--- config.mk ---
export PLATFORM = sky130hd
export DESIGN_NAME = session_keyed_lru_cache
export DESIGN_NICKNAME = d
export VERILOG_FILES = /design/src/design/slc_pkg.sv /design/src/design/slc_ctrl.sv /design/src/design/slc_dp.sv /design/src/design/session_keyed_lru_cache.sv
export SDC_FILE = /design/constraint.sdc
export NUM_CORES = 2
export LEC_CHECK = 0
export BUFFER_PORTS_ARGS = -buffer_cell sky130_fd_sc_hd__clkbuf_2
export CORE_MARGIN = 2
export CORE_UTILIZATION = 60
export CTS_CLUSTER_SIZE = 14
export DETAILED_ROUTE_END_ITERATION = 8
export GPL_ROUTABILITY_DRIVEN = 0
export PLACE_DENSITY = 0.77
export SLEW_MARGIN = 25
export SYNTH_ARGS = -nofsm -noshare
export SYNTH_HDL_FRONTEND = slang
export SYNTH_SLANG_ARGS = --single-unit
--- constraint.sdc ---
create_clock -name aclk -period 10.79 [get_ports aclk]
set_input_delay 0.5395 -clock aclk [delete_from_list [all_inputs] [get_ports aclk]]
set_output_delay 0.5395 -clock aclk [all_outputs]
set_load 0.02 [all_outputs]
--- src/design/slc_pkg.sv ---
package slc_pkg;

    localparam int DEPTH     = 16;
    localparam int KEY_WIDTH = 32;

    localparam int IDX_W  = $clog2(DEPTH);
    localparam int RANK_W = $clog2(DEPTH);
    localparam int CNT_W  = $clog2(DEPTH + 1);
    localparam int CAP_W  = 5;
    localparam int CMP_W  = (CNT_W > CAP_W) ? CNT_W : CAP_W;
    localparam int DATA_W = 32;
    localparam int RCNT_W = 5;

    localparam logic [CAP_W-1:0] CAP_RESET = CAP_W'(16);

    localparam logic [1:0] KIND_LOOKUP = 2'd0;
    localparam logic [1:0] KIND_ADD    = 2'd1;
    localparam logic [1:0] KIND_KEEP   = 2'd2;
    localparam logic [1:0] KIND_DROP   = 2'd3;

    // controller -> datapath
    typedef struct packed {
        logic load;        // capture the request
        logic match;       // register the parallel compare
        logic report_hit;  // hit and stored payload into the result
        logic touch;       // make the hit entry most recent
        logic mark;        // set keep mark of the hit entry
        logic evict;       // drop the oldest entry
        logic insert;      // write the new entry into the first free slot
        logic sweep;       // process one slot of a session sweep
        logic publish;     // move the result into the output register
    } slc_cmd_t;

    // datapath -> controller
    typedef struct packed {
        logic [1:0] kind;
        logic       last;
        logic       hit;
        logic       full;
        logic       sweep_end;
    } slc_stat_t;

    function automatic logic [IDX_W-1:0] first_set(input logic [DEPTH-1:0] vec);
        logic [IDX_W-1:0] idx;
        idx = '0;
        for (int i = DEPTH - 1; i >= 0; i--) begin
            if (vec[i]) begin
                idx = IDX_W'(i);
            end
        end
        return idx;
    endfunction

endpackage

--- src/design/slc_ctrl.sv ---
module slc_ctrl
    import slc_pkg::*;
(
    input  logic      aclk,
    input  logic      aresetn,
    input  logic      s_valid,
    output logic      s_ready,
    output logic      m_valid,
    input  logic      m_ready,
    input  slc_stat_t stat,
    output slc_cmd_t  cmd
);

    localparam logic [2:0] S_IDLE   = 3'd0;
    localparam logic [2:0] S_MATCH  = 3'd1;
    localparam logic [2:0] S_ACT    = 3'd2;
    localparam logic [2:0] S_EVICT  = 3'd3;
    localparam logic [2:0] S_INSERT = 3'd4;
    localparam logic [2:0] S_SWEEP  = 3'd5;
    localparam logic [2:0] S_DONE   = 3'd6;

    logic [2:0] state_reg, state_next;
    logic       m_valid_reg, m_valid_next;

    assign s_ready = (state_reg == S_IDLE);
    assign m_valid = m_valid_reg;

    always_comb begin
        state_next   = state_reg;
        m_valid_next = m_valid_reg;
        cmd          = '0;
        if (m_valid_reg && m_ready) begin
            m_valid_next = 1'b0;
        end
        case (state_reg)
            S_IDLE: begin
                if (s_valid) begin
                    cmd.load   = 1'b1;
                    state_next = S_MATCH;
                end
            end
            S_MATCH: begin
                cmd.match  = 1'b1;
                state_next = S_ACT;
            end
            S_ACT: begin
                case (stat.kind)
                    KIND_LOOKUP: begin
                        cmd.report_hit = stat.hit;
                        cmd.touch      = stat.hit;
                        state_next     = S_DONE;
                    end
                    KIND_ADD: begin
                        cmd.report_hit = stat.hit;
                        if (stat.hit) begin
                            state_next = S_DONE;
                        end else if (stat.full) begin
                            state_next = S_EVICT;
                        end else begin
                            state_next = S_INSERT;
                        end
                    end
                    KIND_KEEP: begin
                        cmd.mark   = stat.hit;
                        state_next = stat.last ? S_SWEEP : S_DONE;
                    end
                    default: begin
                        state_next = S_SWEEP;
                    end
                endcase
            end
            S_EVICT: begin
                cmd.evict  = 1'b1;
                state_next = S_INSERT;
            end
            S_INSERT: begin
                cmd.insert = 1'b1;
                state_next = S_DONE;
            end
            S_SWEEP: begin
                cmd.sweep = 1'b1;
                if (stat.sweep_end) begin
                    state_next = S_DONE;
                end
            end
            S_DONE: begin
                if (!m_valid_reg || m_ready) begin
                    cmd.publish  = 1'b1;
                    m_valid_next = 1'b1;
                    state_next   = S_IDLE;
                end
            end
            default: begin
                state_next = S_IDLE;
            end
        endcase
    end

    always_ff @(posedge aclk) begin
        if (!aresetn) begin
            state_reg   <= S_IDLE;
            m_valid_reg <= 1'b0;
        end else begin
            state_reg   <= state_next;
            m_valid_reg <= m_valid_next;
        end
    end

endmodule

--- src/design/slc_dp.sv ---
module slc_dp
    import slc_pkg::*;
(
    input  logic              aclk,
    input  logic              aresetn,
    input  logic              cfg_wr_en,
    input  logic [CAP_W-1:0]  cfg_wr_data,
    input  logic [1:0]        s_kind,
    input  logic [DATA_W-1:0] s_session_key,
    input  logic [DATA_W-1:0] s_item_id,
    input  logic [DATA_W-1:0] s_payload,
    input  logic              s_last,
    input  slc_cmd_t          cmd,
    output slc_stat_t         stat,
    output logic              m_hit,
    output logic [DATA_W-1:0] m_found_payload,
    output logic              m_added,
    output logic              m_evicted,
    output logic [DATA_W-1:0] m_evicted_session,
    output logic [DATA_W-1:0] m_evicted_item,
    output logic [RCNT_W-1:0] m_removed_count
);

    // entry storage
    logic [DEPTH-1:0]     valid_reg, valid_next;
    logic [DEPTH-1:0]     kept_reg, kept_next;
    logic [RANK_W-1:0]    rank_reg  [DEPTH];
    logic [RANK_W-1:0]    rank_next [DEPTH];
    logic [CNT_W-1:0]     count_reg, count_next;
    logic [CAP_W-1:0]     cap_reg;
    logic [KEY_WIDTH-1:0] sess_reg   [DEPTH];
    logic [KEY_WIDTH-1:0] item_reg   [DEPTH];
    logic [DATA_W-1:0]    handle_reg [DEPTH];

    // request being worked on
    logic [1:0]           kind_reg;
    logic [KEY_WIDTH-1:0] skey_reg;
    logic [KEY_WIDTH-1:0] sitem_reg;
    logic [DATA_W-1:0]    pay_reg;
    logic                 last_reg;
    logic                 hit_reg;
    logic [IDX_W-1:0]     hit_idx_reg;
    logic [DEPTH-1:0]     smatch_reg;
    logic [IDX_W-1:0]     sweep_idx_reg;

    // result being built
    logic                 r_hit_reg, r_added_reg, r_ev_reg;
    logic [DATA_W-1:0]    r_fpay_reg;
    logic [KEY_WIDTH-1:0] r_evs_reg, r_evi_reg;
    logic [RCNT_W-1:0]    r_removed_reg;

    logic [DEPTH-1:0]     key_match, sess_match, oldest_vec;
    logic [IDX_W-1:0]     oldest_idx, free_idx, tgt_idx;
    logic                 oldest_any, free_any;
    logic [RANK_W-1:0]    tgt_rank;
    logic [CMP_W-1:0]     eff_cap;
    logic                 sweep_drop, sweep_unmark, drop_en, dec_en;

    always_comb begin
        for (int i = 0; i < DEPTH; i++) begin
            sess_match[i] = valid_reg[i] && (sess_reg[i] == skey_reg);
            key_match[i]  = sess_match[i] && (item_reg[i] == sitem_reg);
            oldest_vec[i] = valid_reg[i] && (rank_reg[i] == '0);
        end
    end

    assign oldest_any = |oldest_vec;
    assign oldest_idx = first_set(oldest_vec);
    assign free_any   = ~&valid_reg;
    assign free_idx   = first_set(~valid_reg);

    always_comb begin
        if (cap_reg == '0) begin
            eff_cap = CMP_W'(1);
        end else if (CMP_W'(cap_reg) > CMP_W'(DEPTH)) begin
            eff_cap = CMP_W'(DEPTH);
        end else begin
            eff_cap = CMP_W'(cap_reg);
        end
    end

    assign sweep_drop   = cmd.sweep && valid_reg[sweep_idx_reg] && smatch_reg[sweep_idx_reg]
                          && !(kind_reg == KIND_KEEP && kept_reg[sweep_idx_reg]);
    assign sweep_unmark = cmd.sweep && valid_reg[sweep_idx_reg] && smatch_reg[sweep_idx_reg]
                          && (kind_reg == KIND_KEEP) && kept_reg[sweep_idx_reg];
    assign drop_en      = (cmd.evict && oldest_any) || sweep_drop;
    assign dec_en       = drop_en || cmd.touch;

    always_comb begin
        if (cmd.evict) begin
            tgt_idx = oldest_idx;
        end else if (cmd.sweep) begin
            tgt_idx = sweep_idx_reg;
        end else begin
            tgt_idx = hit_idx_reg;
        end
    end

    assign tgt_rank = rank_reg[tgt_idx];

    always_comb begin
        valid_next = valid_reg;
        kept_next  = kept_reg;
        count_next = count_reg;
        for (int i = 0; i < DEPTH; i++) begin
            rank_next[i] = rank_reg[i];
        end
        // close the gap left above the removed or promoted entry
        if (dec_en) begin
            for (int i = 0; i < DEPTH; i++) begin
                if (valid_reg[i] && (rank_reg[i] > tgt_rank)) begin
                    rank_next[i] = rank_reg[i] - 1'b1;
                end
            end
        end
        if (cmd.touch) begin
            rank_next[hit_idx_reg] = RANK_W'(count_reg - 1'b1);
        end
        if (cmd.mark) begin
            kept_next[hit_idx_reg] = 1'b1;
        end
        if (sweep_unmark) begin
            kept_next[sweep_idx_reg] = 1'b0;
        end
        if (drop_en) begin
            valid_next[tgt_idx] = 1'b0;
            kept_next[tgt_idx]  = 1'b0;
            if (count_reg != '0) begin
                count_next = count_reg - 1'b1;
            end
        end
        if (cmd.insert && free_any) begin
            valid_next[free_idx] = 1'b1;
            kept_next[free_idx]  = 1'b0;
            rank_next[free_idx]  = RANK_W'(count_reg);
            count_next           = count_reg + 1'b1;
        end
    end

    always_ff @(posedge aclk) begin
        if (!aresetn) begin
            valid_reg <= '0;
            kept_reg  <= '0;
            count_reg <= '0;
            cap_reg   <= CAP_RESET;
            for (int i = 0; i < DEPTH; i++) begin
                rank_reg[i] <= '0;
            end
        end else begin
            valid_reg <= valid_next;
            kept_reg  <= kept_next;
            count_reg <= count_next;
            for (int i = 0; i < DEPTH; i++) begin
                rank_reg[i] <= rank_next[i];
            end
            if (cfg_wr_en) begin
                cap_reg <= cfg_wr_data;
            end
        end
    end

    always_ff @(posedge aclk) begin
        if (cmd.insert && free_any) begin
            sess_reg[free_idx]   <= skey_reg;
            item_reg[free_idx]   <= sitem_reg;
            handle_reg[free_idx] <= pay_reg;
        end
        if (cmd.load) begin
            kind_reg      <= s_kind;
            skey_reg      <= s_session_key[KEY_WIDTH-1:0];
            sitem_reg     <= s_item_id[KEY_WIDTH-1:0];
            pay_reg       <= s_payload;
            last_reg      <= s_last;
            sweep_idx_reg <= '0;
            r_hit_reg     <= 1'b0;
            r_fpay_reg    <= '0;
            r_added_reg   <= 1'b0;
            r_ev_reg      <= 1'b0;
            r_evs_reg     <= '0;
            r_evi_reg     <= '0;
            r_removed_reg <= '0;
        end
        if (cmd.match) begin
            hit_reg     <= |key_match;
            hit_idx_reg <= first_set(key_match);
            smatch_reg  <= sess_match;
        end
        if (cmd.report_hit) begin
            r_hit_reg  <= 1'b1;
            r_fpay_reg <= handle_reg[hit_idx_reg];
        end
        if (cmd.evict && oldest_any) begin
            r_ev_reg  <= 1'b1;
            r_evs_reg <= sess_reg[oldest_idx];
            r_evi_reg <= item_reg[oldest_idx];
        end
        if (cmd.insert && free_any) begin
            r_added_reg <= 1'b1;
            r_fpay_reg  <= pay_reg;
        end
        if (cmd.sweep) begin
            sweep_idx_reg <= sweep_idx_reg + 1'b1;
        end
        if (sweep_drop && (r_removed_reg != '1)) begin
            r_removed_reg <= r_removed_reg + 1'b1;
        end
        if (cmd.publish) begin
            m_hit             <= r_hit_reg;
            m_found_payload   <= r_fpay_reg;
            m_added           <= r_added_reg;
            m_evicted         <= r_ev_reg;
            m_evicted_session <= DATA_W'(r_evs_reg);
            m_evicted_item    <= DATA_W'(r_evi_reg);
            m_removed_count   <= r_removed_reg;
        end
    end

    assign stat.kind      = kind_reg;
    assign stat.last      = last_reg;
    assign stat.hit       = hit_reg;
    assign stat.full      = CMP_W'(count_reg) >= eff_cap;
    assign stat.sweep_end = (sweep_idx_reg == IDX_W'(DEPTH - 1));

endmodule

--- src/design/session_keyed_lru_cache.sv ---
// Request flow: a lookup, a keep mark without last and an add that hits go from the
// match to the result; an add into a free slot inserts first; an add that evicts
// drops the oldest entry, then inserts; a sweep or a session drop walks one slot per
// cycle. One request at a time: a new one is taken in after the result is published.
// Reset (aresetn low, synchronous): cache empty, recency cleared, capacity 16,
// no result pending. Entry keys and payloads are not cleared.
module session_keyed_lru_cache
    import slc_pkg::*;
(
    input  logic              aclk,
    input  logic              aresetn,
    // capacity register
    input  logic              cfg_wr_en,
    input  logic [CAP_W-1:0]  cfg_wr_data,
    // request channel
    input  logic              s_valid,
    output logic              s_ready,
    input  logic [1:0]        s_kind,
    input  logic [DATA_W-1:0] s_session_key,
    input  logic [DATA_W-1:0] s_item_id,
    input  logic [DATA_W-1:0] s_payload,
    input  logic              s_last,
    // result channel
    output logic              m_valid,
    input  logic              m_ready,
    output logic              m_hit,
    output logic [DATA_W-1:0] m_found_payload,
    output logic              m_added,
    output logic              m_evicted,
    output logic [DATA_W-1:0] m_evicted_session,
    output logic [DATA_W-1:0] m_evicted_item,
    output logic [RCNT_W-1:0] m_removed_count
);

    // The controller steps each request through match, action and publish;
    // the datapath holds the entries, the recency ranks and the output register.
    // A result sits in the output register while the next request is taken in.
    slc_cmd_t  cmd;
    slc_stat_t stat;

    slc_ctrl u_ctrl (
        .aclk    (aclk),
        .aresetn (aresetn),
        .s_valid (s_valid),
        .s_ready (s_ready),
        .m_valid (m_valid),
        .m_ready (m_ready),
        .stat    (stat),
        .cmd     (cmd)
    );

    slc_dp u_dp (
        .aclk              (aclk),
        .aresetn           (aresetn),
        .cfg_wr_en         (cfg_wr_en),
        .cfg_wr_data       (cfg_wr_data),
        .s_kind            (s_kind),
        .s_session_key     (s_session_key),
        .s_item_id         (s_item_id),
        .s_payload         (s_payload),
        .s_last            (s_last),
        .cmd               (cmd),
        .stat              (stat),
        .m_hit             (m_hit),
        .m_found_payload   (m_found_payload),
        .m_added           (m_added),
        .m_evicted         (m_evicted),
        .m_evicted_session (m_evicted_session),
        .m_evicted_item    (m_evicted_item),
        .m_removed_count   (m_removed_count)
    );

endmodule

== Word-level counts from Yosys, hierarchy flattened ==
Memory sizes are Yosys's and may differ from the RTL's.
Cells that the tools add are included.

* RAM bits: 1600
* Word-level logic and storage cells: 431
* Memories kept: 4
* Bits of input ports: 109
* Output and inout port bits: 106
* Flip-flop bits (word level): 378
* Bits in latches: 0
* ROM bits: 0

* Magnitude comparators: 30
* Div/mod/pow operators: 0
* Multipliers: 0
* Reductions and logical operators: 121
* Shifts and indexed selects: 0
* Muxes and demuxes: 151
* Add/sub/neg operators: 20
* Bitwise gates (word level): 28
* Eq/ne operators: 45

{| class="wikitable"
|+ Memories
! name !! words !! bits a word !! read ports !! clocked after memory_dff !! wr ports !! RTL line !! source
|-
| u_dp.handle_reg || 16 || 32 || 1 || 0 || 1 || slc_dp.sv:33 || <nowiki>logic [DATA_W-1:0] handle_reg [DEPTH];</nowiki>
|-
| u_dp.item_reg || 16 || 32 || 17 || 0 || 1 || slc_dp.sv:32 || <nowiki>logic [KEY_WIDTH-1:0] item_reg [DEPTH];</nowiki>
|-
| u_dp.sess_reg || 16 || 32 || 17 || 0 || 1 || slc_dp.sv:31 || <nowiki>logic [KEY_WIDTH-1:0] sess_reg [DEPTH];</nowiki>
|-
| u_dp.rank_reg || 16 || 4 || 17 || 0 || 16 || slc_dp.sv:27 || <nowiki>logic [RANK_W-1:0] rank_reg [DEPTH];</nowiki>
|}

{| class="wikitable"
|+ Operators with widths
! operator !! count
|-
| 32-bit equality test || 32
|-
| 4-bit 2-to-1 mux || 78
|-
| 64-bit 2-to-1 mux || 3
|-
| 32-bit 2-to-1 mux || 5
|-
| 64-bit bitwise mux || 2
|-
| 16-bit 2-to-1 mux || 6
|-
| 1-bit logical AND || 80
|-
| 16-bit AND || 4
|-
| 4-bit > comparator || 16
|-
| 4-bit zero test || 16
|-
| 16-bit inverter || 4
|-
| 4-bit by 1-bit subtractor with 4-bit output (second input constant) || 16
|-
| 5-bit 2-to-1 mux || 7
|-
| 4-bit demux with 4-bit select || 2
|-
| 16-bit bitwise OR || 2
|-
| 16-bit OR reduction || 2
|-
| 3-bit 2-to-1 mux || 10
|-
| 1-bit 2-to-1 mux || 26
|-
| 3-bit case mux with 7 select lines || 1
|-
| 4-bit by 5-bit less-than comparator with 1-bit output (second input constant) || 4
|-
| 1-bit demux with 4-bit select || 4
|-
| 4-bit by 1-bit greater-or-equal comparator with 1-bit output (second input constant) || 4
|-
| 1-bit bitwise OR || 16
|-
| 16-bit AND reduction || 1
|-
| other kinds (33) || 54
|}

== Longest topological paths before layout ==
An unclocked memory read counts as a cell.

* Word-level depth: 30
* Depth in mapped cells: 25
* Depth with buffers taken out: 23

== Modules after synthesis ==
From an unflattened synthesis, not the netlist that was laid out.

* Cell total of the unflattened synthesis: 6919
* Area, all modules: 91415.2 um2

{| class="wikitable"
|+ Modules (own cells, without submodules)
! module !! area an instance (um2) !! sequential area each (um2) !! cells an instance !! instances
|-
| slc_dp || 91071.1 || 58185.8 || 6876 || 1
|-
| slc_ctrl || 344.1 || 80.1 || 43 || 1
|}

== Least setup slack after synthesis ==
Ideal clock, no wire load.

* Path type: register to register
* From: register u_ctrl.state_reg[2]
* To: memory u_dp.rank_reg[14][3] (netlist name)
* Slack: 4.468 ns
* Required time: 10.655 ns
* Library setup time: 0.135 ns
* Stages on the path, launching flop included: 9
* Clock period less this slack: 6.322 ns
* Arrival time: 6.187 ns
* Path buffers: 1
* Path through: dfxtp_1 -> clkbuf_1 -> or3b_2 -> nor2_1 -> nand4_1 -> nor2_1 -> nor2_1 -> a22oi_1 -> o22ai_1

{| class="wikitable"
|+ RTL lines
! what !! RTL line !! source
|-
| start: declaration || slc_ctrl.sv:22 || <nowiki>logic [2:0] state_reg, state_next;</nowiki>
|-
| start signal: assignment || slc_ctrl.sv:104 || <nowiki>state_reg <= state_next;</nowiki>
|-
| end: declaration || slc_dp.sv:27 ||
|}

==> metrics.md <==
| Metric | Value |
|---|---|
| Status | `finished clean` |
| H-tree levels | `4` |
| I/O pin count | `215` |
| Worst-Margin Slew | `1410 ps` |
| Fin Setup TNS | `0 ps` |
| Grt ovf | `0` |
| Synthesized area per cell | `13.60 um^2` |
| R2R Setup Slk | `3660 ps` |
| Vias in the first global route | `60220` |
| Clk sinks | `1978` |
| Post-synth EDFFs | `1865` |
| Worst path required time | `11470 ps` |
| Post-DP HPWL | `177.7 mm` |
| CTS tree | `done` |
| Via Count | `62930` |
| Die Height | `394.4 um` |
| RSZ-0062 raised after global routing | `no` |
| Share of layout cells above drive strength 1 | `12.45%` |
| Bufs on Longest Clock Path | `3` |
| Min-Delay Path Class | `input port to register` |
| Max VDD drop | `0.2218 mV` |
| Critical path origin | `u_dp.rank_reg[15][0]` |
| Critical path peak fanout | `58` |
| Post-synth top area cell | `edfxtp_1` |
| Post-synth top cells | `edfxtp_1, nand2_1, xnor2_1, xor2_1, nand3_1` |
| Reg2reg start | `u_dp.rank_reg[15][0]` |
| Post-synth top flop | `edfxtp_1` |
| Number of I/O port buffers | `214` |
| Post-DRT Antenna Nets | `0` |
| Cells along the critical path | `inv_1 -> ha_1 -> and4bb_1 -> a21oi_1 -> o21ba_1 -> o21ai_1 -> a211oi_2 -> o22ai_4 -> buf_4 -> a21o_1 -> mux4_2 -> a22oi_1 -> nand2_1 -> ha_1 -> nor2b_1 -> o21a_1 -> o21a_1 -> o2111ai_2 -> nor4_2 -> xnor2_1 -> a2bb2oi_1 -> o22ai_1` |
| Synth Warn # | `0` |
| Count of final setup violators | `0` |
| Worst Path Class, Setup | `register to register` |
| Setup Skew | `62.04 ps` |
| Fin. max-slew vios | `0` |
| First-pass GRT wire length | `418.1 mm` |
| Crit path buf inv count | `2` |
| Routed WL per cell | `31.98 um` |
| # fillers | `10510` |
| DRC viols | `0` |
| Crit end category | `register` |
| Total Routing Usage GR | `36.90%` |
| Max frequency | `140.3 MHz` |
| Final period utilization | `66.07%` |
| P_leak | `0.03368 uW` |
| Die area | `155600 um^2` |
| Cell area power density | `187.2 nW/um^2` |
| HP Start | `cfg_wr_en` |
| Top post-synthesis cells by area | `edfxtp_1, xnor2_1, xor2_1` |
| DR pass1 iterations | `9` |
| Register area | `58270 um^2` |
| Yosys top cell area share | `61.24%` |
| Number of distinct library cells after synthesis | `93` |
| Initial DRC Count | `11450` |
| Fraction of registers with async set/reset | `0%` |
| Cells after Synth | `6725` |
| Die X | `394.4 um` |
| Row Count | `143` |
| Final Hold Fails | `0` |
| Worst Path Arrival | `7800 ps` |
| Core ar. | `151700 um^2` |
| Vias/cell | `6.898` |
| Post-synth net total | `6944` |
| CP peak stage delay | `750 ps` |
| Crit path max-delay family | `compound AO/OA/AOI/OAI gates` |
| Cell Area, Synth | `91450 um^2` |
| Nets | `7156` |
| Largest net degree at the start of global routing | `161` |
| Finished Layout Cells | `9122` |
| Seq/Total Area, Yosys | `63.71%` |
| Placed cells | `8664` |
| Initial antenna violation count | `9` |
| Most numerous cell in the Yosys netlist | `edfxtp_1` |
| Starting Density | `60.27%` |
| Multi-input logic area | `31010 um^2` |
| Tmin final | `7128 ps` |
| Synthesis-stage register bit count | `1978` |
| Worst-Skew Late Latency | `870 ps` |
| CP max stage cell | `buf_4` |
| Max-cap violations | `0` |
| WL final | `291.8 mm` |
| P&R area growth vs syn | `11.38%` |
| CTS Buf Count | `195` |
| Post_cts resized | `0` |
| Rel. slew slack | `5.110%` |
| Clock Pin Slew Worst Setup and Hold Paths | `60 ps` |
| CP Launch Type | `register` |
| CTS root buffer | `clkbuf_16` |
[power by group]
group	switching (uW)	leakage, uW	total, uW	internal, uW
logic	1990	0.0128	2930	943
registers	279	0.0178	9330	9050
clock network	3000	0.00305	6800	3800
total	5270	0.0337	19100	13800
[logic make-up after synthesis]
| kind of cell | share of synthesized area (%) |
|---|---|
| flip-flops | 63.71 |
| multiplexers | 4.611 |
| XOR/XNOR | 10.33 |
| buffers and inverters | 2.548 |
| AO/OA/AOI/OAI | 6.792 |
| adder cells (fa/ha/maj) | 1.505 |
| AND/OR/NAND/NOR | 10.50 |
[layer usage]
metal / GRT usage, % / wire length [um] / vias to the layer above
met5: 0 / 65 / -
met4: 18.38 / 17140 / 8
met3: 12.49 / 45020 / 930
met2: 53.53 / 126800 / 5391
met1: 49.99 / 102700 / 30830
li1: - / - / 25770
[worst paths after layout]
kind,end,cells after the start
worst max-delay path,u_dp.rank_reg[9][3],22
worst min register to register,u_dp.m_evicted_session[23],0
worst max register to register,u_dp.rank_reg[9][3],22
worst min-delay path,u_dp.cap_reg[4],2
[metrics by stage]
stage                     worst slack (ps)  area (um^2)  power, uW  util [%]  hold slack, ps
after floorplan                       4468        91450      11200         -           400.3
after global placement                4237        94430      12190     62.23           400.6
after detailed placement              4273        94500      12260     62.28           404.5
after CTS                             4114       101800      18950     67.09           28.66
after global routing                  3630       101900      19490     67.13           60.33
final                                 3662       101900      19070     67.13           62.33
[final cells by class]
| cell class | count | share of cell area [%] |
|---|---|---|
| Sequential cell | 1978 | 57.20 |
| Multi-Input combinational cell | 4184 | 30.44 |
| Clock buffer | 240 | 5.057 |
| Timing Repair Buffer | 457 | 3.196 |
| Tap cell | 2030 | 2.494 |
| Clock inverter | 111 | 1.075 |
| Inverter | 121 | 0.5270 |
| Antenna cell | 1 | 0.002457 |
[cells in the final DEF, fill, tap and decap left out, types with 14 or more instances in the layout]
cell and instances:
dlygate4sd3_1 104, o21a_1 33, a311oi_1 42, ha_1 110, inv_6 22, a31oi_1 168, o22ai_1 15, xor2_1 511
nor2b_1 29, and4_1 31, mux4_2 181, nand3_1 354, clkinv_2 29, o21ai_0 99, nor3_1 38, clkbuf_16 197
nor2_1 136, and3_1 71, edfxtp_1 1865, o221ai_1 16, nand2b_1 14, nand4_1 188, a211oi_1 151, mux2i_1 14
buf_4 128, a22oi_1 69, clkbuf_1 37, clkinv_1 51, nor4_1 153, inv_1 100, xnor2_1 566, clkbuf_2 214
and2_1 129, o211ai_1 14, nand2_1 691, dfxtp_1 113, bufinv_16 17, a21oi_1 137, o31ai_1 65
[what timing repair did]
action                    in CTS  in global routing
hold buffers                 104                  0
setup buffers                  0                  0
hold endpoints to repair     104                  0
Power figures use the tool's default switching activity.
